===== config.mk =====
export PLATFORM = sky130hd
export DESIGN_NAME = fall_end_peak_tracker_unit
export DESIGN_NICKNAME = d
export VERILOG_FILES = /design/src/hdl/fept_pkg.sv /design/src/hdl/fall_end_peak_tracker_unit.sv
export SDC_FILE = /design/constraint.sdc
export NUM_CORES = 2
export LEC_CHECK = 0
export ABC_AREA = 1
export BUFFER_PORTS_ARGS = -buffer_cell sky130_fd_sc_hd__buf_2
export CAP_MARGIN = 30
export CORE_MARGIN = 2
export CORE_UTILIZATION = 25
export DETAILED_ROUTE_END_ITERATION = 16
export PLACE_DENSITY = 0.44
export SLEW_MARGIN = 10
export SYNTH_ARGS = -nofsm -noshare
export SYNTH_HDL_FRONTEND = slang
export SYNTH_SLANG_ARGS = --single-unit

===== constraint.sdc =====
create_clock -name clk -period 3.9 [get_ports clk]
set_input_delay 0.78 -clock clk [delete_from_list [all_inputs] [get_ports clk]]
set_output_delay 0.78 -clock clk [all_outputs]
set_load 0.05 [all_outputs]

===== src/hdl/fept_pkg.sv =====
// ----------------------------------------------------------------------------
// fept_pkg
// Shared widths, reset values, register indexes and codes for the
// fall-end peak tracker.
// ----------------------------------------------------------------------------
package fept_pkg;

  localparam int SAMPLE_W          = 20;
  localparam int HISTORY_DEPTH_DEF = 20;
  localparam int CFG_IDX_W         = 2;

  // configuration register indexes
  localparam logic [CFG_IDX_W-1:0] CFG_BAND_LOW     = 2'd0;
  localparam logic [CFG_IDX_W-1:0] CFG_BAND_HIGH    = 2'd1;
  localparam logic [CFG_IDX_W-1:0] CFG_PEAK_CEILING = 2'd2;

  // register reset values: 99^2, 102^2, 200^2
  localparam logic [SAMPLE_W-1:0] BAND_LOW_RST     = SAMPLE_W'(99 * 99);
  localparam logic [SAMPLE_W-1:0] BAND_HIGH_RST    = SAMPLE_W'(102 * 102);
  localparam logic [SAMPLE_W-1:0] PEAK_CEILING_RST = SAMPLE_W'(200 * 200);

  // sequence phases
  localparam logic [1:0] PH_ARM     = 2'd0;
  localparam logic [1:0] PH_CAPTURE = 2'd1;
  localparam logic [1:0] PH_REPORT  = 2'd2;
  localparam logic [1:0] PH_CLEAR   = 2'd3;

  // result event kinds
  localparam logic EV_PEAK_REPORT     = 1'b0;
  localparam logic EV_CAPTURE_DONE    = 1'b1;

endpackage


===== src/hdl/fall_end_peak_tracker_unit.sv =====
// ----------------------------------------------------------------------------
// fall_end_peak_tracker_unit
// Arm / capture / report / clear sequencer over a ring of recent squared
// acceleration norms; reports the largest sample not above the ceiling once
// the whole ring sits inside the rest band.
// ----------------------------------------------------------------------------
//  channel | handshake        | payload
//  --------+------------------+---------------------------------------
//  in      | in_valid/in_stall| in_sample
//  out     | out_valid/out_stall | out_event_kind, out_peak_value
//  cfg     | cfg_valid/cfg_ready | cfg_index, cfg_data
//
// One sample per cycle is accepted while in_stall is low; each beat is held
// in the input register and resolved from there, and a beat that yields a
// result writes it into the result register. The rest test compares every
// ring entry in parallel, combinationally. Reset (rst_n low, synchronous)
// empties the ring and re-arms.
// in_stall rises only when a result-producing beat waits on a stalled output.
// ----------------------------------------------------------------------------
module fall_end_peak_tracker_unit
  import fept_pkg::*;
#(
  parameter int HISTORY_DEPTH = HISTORY_DEPTH_DEF
) (
  input  logic                 clk,
  input  logic                 rst_n,
  input  logic                 in_valid,
  output logic                 in_stall,
  input  logic [SAMPLE_W-1:0]  in_sample,
  output logic                 out_valid,
  input  logic                 out_stall,
  output logic                 out_event_kind,
  output logic [SAMPLE_W-1:0]  out_peak_value,
  input  logic                 cfg_valid,
  output logic                 cfg_ready,
  input  logic [CFG_IDX_W-1:0] cfg_index,
  input  logic [SAMPLE_W-1:0]  cfg_data
);

  localparam int IDX_W = (HISTORY_DEPTH > 1) ? $clog2(HISTORY_DEPTH) : 1;
  localparam logic [IDX_W-1:0] IDX_LAST = IDX_W'(HISTORY_DEPTH - 1);

  // configuration
  logic [SAMPLE_W-1:0] band_low_r, band_high_r, peak_ceiling_r;

  // input register
  logic                s1_vld_r;
  logic [SAMPLE_W-1:0] s1_sample_r;

  // sequence state
  logic [1:0]               phase_r, phase_nxt;
  logic [IDX_W-1:0]         widx_r, widx_nxt;
  logic [SAMPLE_W-1:0]      peak_r, peak_nxt;
  logic [HISTORY_DEPTH-1:0] hvld_r, hvld_nxt;
  logic [SAMPLE_W-1:0]      hist_r [HISTORY_DEPTH];

  // result register
  logic                out_vld_r;
  logic                out_kind_r;
  logic [SAMPLE_W-1:0] out_peak_r;

  logic                has_result;
  logic                proc;
  logic                wr_hist;
  logic                at_rest;
  logic                res_kind;
  logic [SAMPLE_W-1:0] res_peak;

  assign cfg_ready = 1'b1;

  always_ff @(posedge clk) begin
    if (!rst_n) begin
      band_low_r     <= BAND_LOW_RST;
      band_high_r    <= BAND_HIGH_RST;
      peak_ceiling_r <= PEAK_CEILING_RST;
    end else if (cfg_valid && cfg_ready) begin
      unique case (cfg_index)
        CFG_BAND_LOW:     band_low_r     <= cfg_data;
        CFG_BAND_HIGH:    band_high_r    <= cfg_data;
        CFG_PEAK_CEILING: peak_ceiling_r <= cfg_data;
        default: ;
      endcase
    end
  end

  // a beat that emits a result needs the output register free
  assign has_result = (phase_r == PH_REPORT) || (phase_r == PH_CLEAR);
  assign proc       = s1_vld_r && (!has_result || !out_vld_r || !out_stall);
  assign in_stall   = s1_vld_r && !proc;

  always_ff @(posedge clk) begin
    if (!rst_n) begin
      s1_vld_r <= 1'b0;
    end else if (!in_stall) begin
      s1_vld_r <= in_valid;
    end
  end

  always_ff @(posedge clk) begin
    if (!in_stall && in_valid) begin
      s1_sample_r <= in_sample;
    end
  end

  // rest test on the ring as it stands after this beat's write
  always_comb begin
    logic [SAMPLE_W-1:0] v;
    at_rest = 1'b1;
    for (int i = 0; i < HISTORY_DEPTH; i++) begin
      if (widx_r == IDX_W'(i)) begin
        v = s1_sample_r;
      end else if (hvld_r[i]) begin
        v = hist_r[i];
      end else begin
        v = '0;
      end
      if (v < band_low_r || v > band_high_r) begin
        at_rest = 1'b0;
      end
    end
  end

  always_comb begin
    phase_nxt = phase_r;
    widx_nxt  = widx_r;
    peak_nxt  = peak_r;
    hvld_nxt  = hvld_r;
    wr_hist   = 1'b0;
    res_kind  = EV_PEAK_REPORT;
    res_peak  = peak_r;
    unique case (phase_r)
      PH_ARM: begin
        widx_nxt  = '0;
        phase_nxt = PH_CAPTURE;
      end
      PH_CAPTURE: begin
        wr_hist          = 1'b1;
        hvld_nxt[widx_r] = 1'b1;
        widx_nxt         = (widx_r == IDX_LAST) ? '0 : widx_r + IDX_W'(1);
        if (s1_sample_r > peak_r && s1_sample_r <= peak_ceiling_r) begin
          peak_nxt = s1_sample_r;
        end
        if (at_rest) begin
          phase_nxt = PH_REPORT;
        end
      end
      PH_REPORT: begin
        phase_nxt = PH_CLEAR;
      end
      PH_CLEAR: begin
        hvld_nxt  = '0;
        widx_nxt  = '0;
        peak_nxt  = '0;
        res_kind  = EV_CAPTURE_DONE;
        res_peak  = '0;
        phase_nxt = PH_ARM;
      end
      default: ;
    endcase
  end

  always_ff @(posedge clk) begin
    if (!rst_n) begin
      phase_r <= PH_ARM;
      widx_r  <= '0;
      peak_r  <= '0;
      hvld_r  <= '0;
    end else if (proc) begin
      phase_r <= phase_nxt;
      widx_r  <= widx_nxt;
      peak_r  <= peak_nxt;
      hvld_r  <= hvld_nxt;
    end
  end

  always_ff @(posedge clk) begin
    if (proc && wr_hist) begin
      hist_r[widx_r] <= s1_sample_r;
    end
  end

  always_ff @(posedge clk) begin
    if (!rst_n) begin
      out_vld_r <= 1'b0;
    end else if (proc && has_result) begin
      out_vld_r <= 1'b1;
    end else if (!out_stall) begin
      out_vld_r <= 1'b0;
    end
  end

  always_ff @(posedge clk) begin
    if (proc && has_result) begin
      out_kind_r <= res_kind;
      out_peak_r <= res_peak;
    end
  end

  assign out_valid      = out_vld_r;
  assign out_event_kind = out_kind_r;
  assign out_peak_value = out_peak_r;

endmodule


==> results by group <==
Die
  • Full die area: 0.1671 sq mm
  • Placeable Area: approximately 0.16 sq mm
  • IO Count: 71
  • Placement Rows: 148
  • Die width: 408.7 microns
  • Die Y: 408.7 microns
  • Initial Util: roughly a quarter

Outcome
  • Status: finished clean

Place
  • Detailed Place HPWL: 121.5 mm
  • Placed cell area: 0.04640 sq mm
  • Gpl congestion: roughly 0.91
  • PortBufs: just under 70

Clocking
  • Longest Clk Path Bufs: 3
  • # clock sinks: 550
  • CTS tree: done
  • TritonCTS buffer count: 72
  • Root buf cell: clkbuf_16
  • Post-cts hold buffer count: 0
  • Post-CTS Setup Inserts: 0
  • Clock transition at the registers of the reported paths: 0.06 ns
  • Clk_lat worst skew: roughly 0.67 ns
  • H-tree levels: 3
  • Resized cells post-CTS: 0

Setup path
  • R2R Setup Slk: ~0.23 ns
  • CP endpoint: phase_r[1]
  • WP data required: 4.46 ns
  • CP startpoint kind: register
  • CP peak stage delay: approximately 0.35 ns
  • Worst endpoint data arrival time: ~4.2 ns
  • CP max FO: 21
  • Reg-to-reg endpoint: phase_r[1]
  • Crit. Startpoint: widx_r[3]
  • Worst path most repeated cell: nand2_1
  • R2r startpoint: widx_r[3]
  • Critical Path End Type: register
  • Slowest cell on crit path: dfxtp_2
  • Crit Path Class: reg -> reg
  • Worst R2R Path Depth: 25

Timing
  • Max-slew violation count: 0
  • Min Hold Slack: 0.2875 ns
  • Worst Tran Pin Value: about 0.9 ns
  • FMAX: 272.8 MHz
  • Final Hold Vio Count: 0
  • Skew final: 0.02614 ns
  • Endpoints failing setup: 0
  • Max-slew headroom: 39.65%
  • Final period util: 93.99%
  • Tmin final: 3.666 ns

GRT
  • Met3 GRT Util: 3.479%
  • Total track usage: 21.42%
  • Largest net degree at the start of global routing: between 70 and 80
  • Initial antenna violation count: 21
  • Grt met1 use: 29.71%
  • Grt total ovfl: 0
  • Vias in the first global route: around 35000
  • Gr busiest metal: met2
  • GRT met2 Usage: 33.78%
  • First-pass GRT wire length: about 260 mm

Yosys
  • Post-synthesis async set-or-reset flop share: 0%
  • Top FF cell, synth: edfxtp_1
  • #FFs+latches synth: 550
  • Cell Area, Synth: approximately 0.04 sq mm
  • Library cells used by synthesis: 39
  • Syn Inst Count: 4695
  • EDFF count, synth: 441
  • YS warnings: 0
  • Synthesized area per cell: 8.722 sq um
  • Post-synthesis sequential area ratio: 37.67%
  • Mapped Nets: around 5600

Cells and area
  • Share of layout cells above drive strength 1: 10.85%
  • Final-stage net count: 5821
  • P&R area growth vs syn: 19.34%
  • Post-layout util: 30.02%
  • Fillcell total: 17119
  • Fin area: 0.04887 sq mm

Drt
  • Via count: 36663
  • Drt pass-1 iters: 6
  • Antenna-violating nets left: 0
  • # DRC: 0
  • WL/cell: between 20 and 30 microns
  • Wirelength, routed: 183.3 mm
  • Starting DRC count in detailed routing: between 3000 and 4000
  • Drt via density: 5.101

Worst hold path
  • HP Class: in -> reg

Power and ir drop
  • Pleak: 0.02104 uW
  • Power Dens Cells: approximately 320 mW/mm^2
  • Peak supply drop: 0.3277 mV
  • Power Total: 15690 uW

Flow run
  • Max-Cap Viols: 0
## final cells by class
type | instances | area (sq um) | area share, %
inverters | 331 | 1242 | 2.542
repair buffers | 381 | 3522 | 7.207
clock buffers | 107 | 2116 | 4.329
multi-input cells | 3609 | 23590 | 48.26
flip-flops and latches | 550 | 15430 | 31.57
well taps | 2175 | 2721 | 5.569
clock inverters | 26 | 229.0 | 0.4685
diodes | 9 | 22.52 | 0.04609
## logic make-up (layout without fill, tap and decap cells)
logic type | Yosys count | count (layout) | synth area share (%)
AND/OR/NAND/NOR | 1646 | 1646 | 17.21
AO/OA/AOI/OAI | 1132 | 1132 | 14.80
adder cells (fa/ha/maj) | 829 | 829 | 25.33
flip-flops | 550 | 550 | 37.67
buffers and inverters | 536 | 845 | 4.959
other | 1 | 10 | 0.009158
XOR/XNOR | 1 | 1 | 0.02139
## critical path, delay by kind of cell (launching register included)
family	cells	cell delay, ns
and+or+nand+nor	18	1.75
buffers and inverters	4	0.68
AOI/OAI and AO/OA	2	0.47
DFF	1	0.35
adders and majority gates	1	0.30
## state kept, by name (all words and copies together) (netlist names), 2 cells and up
name / flops
phase_r: 2
band_high_r: 20
out_peak_value: 20
peak_ceiling_r: 20
widx_r: 5
hist_r: 400
s1_sample_r: 20
peak_r: 20
band_low_r: 20
hvld_r: 20
## how the worst min path moves through the flow
stage,cells past startpoint,start,to
CTS,1,in_sample[5],s1_sample_r[5]
global placement,2,band_high_r[19],band_high_r[19]
finish,1,in_sample[14],s1_sample_r[14]
global route,1,in_sample[6],s1_sample_r[6]
floorplan,2,peak_ceiling_r[13],peak_ceiling_r[13]
detailed placement,2,band_high_r[19],band_high_r[19]
## routing by layer
layer	part of all wire, %	wire length, microns
met5	0.0071	13
met4	3.6	6524
met3	7.9	14420
met2	44	80260
met1	45	82040
## synthesized netlist by cell type (3+ instances only)
master / number / area share [%]
clkbuf_1: 154 / 1.4
a211oi_1: 6 / 0.11
buf_2: 9 / 0.11
buf_1: 40 / 0.37
ha_1: 829 / 25
nor3_1: 24 / 0.29
and2_1: 4 / 0.061
nor4_1: 10 / 0.15
nor2_1: 268 / 2.5
a21o_1: 16 / 0.29
nand3_1: 467 / 5.7
dfxtp_1: 109 / 5.3
nand4_1: 67 / 1.0
nand2_1: 795 / 7.3
o21bai_1: 3 / 0.055
nor2_4: 3 / 0.082
o221ai_1: 14 / 0.30
o211ai_1: 51 / 0.93
a21oi_1: 444 / 5.4
a21boi_0: 7 / 0.13
o21a_1: 43 / 0.79
o21ai_1: 13 / 0.16
edfxtp_1: 441 / 32
a31oi_1: 14 / 0.21
inv_1: 329 / 3.0
o21ai_0: 516 / 6.3
## report_power, final
part | total (uW) | switching [uW] | internal (uW) | leakage [uW]
Combinational | 2470 | 1810 | 660 | 0.0150
Clock | 6750 | 2840 | 3910 | 0.00116
Sequential | 6470 | 34.0 | 6440 | 0.00488
Total | 15700 | 4690 | 11000 | 0.0210
## stage by stage
stage / std cells / TNS [ns] / worst slack, ns
6_report: 7188 / 0 / 0.2345
4_1_cts: 7178 / 0 / 0.1081
3_3_place_gp: 7045 / 0 / 0.07119
3_5_place_dp: 7045 / 0 / 0.1020
5_1_grt: 7179 / -0.03988 / -0.02043
2_1_floorplan: 4695 / 0 / 0.5447
## placed cells by master (no fill, tap or decap), types with 24 or more instances in the layout
cell	count
nand4_1	67
nor2_1	256
buf_12	65
inv_1	295
o211ai_1	51
buf_4	245
ha_1	827
dfxtp_1	105
a21oi_1	444
o21a_1	43
edfxtp_1	441
nand2_1	789
clkbuf_16	75
nor3_1	24
o21ai_0	502
o21ai_1	25
buf_2	69
nand3_1	465
No activity file was read; power rests on OpenSTA's default activity.
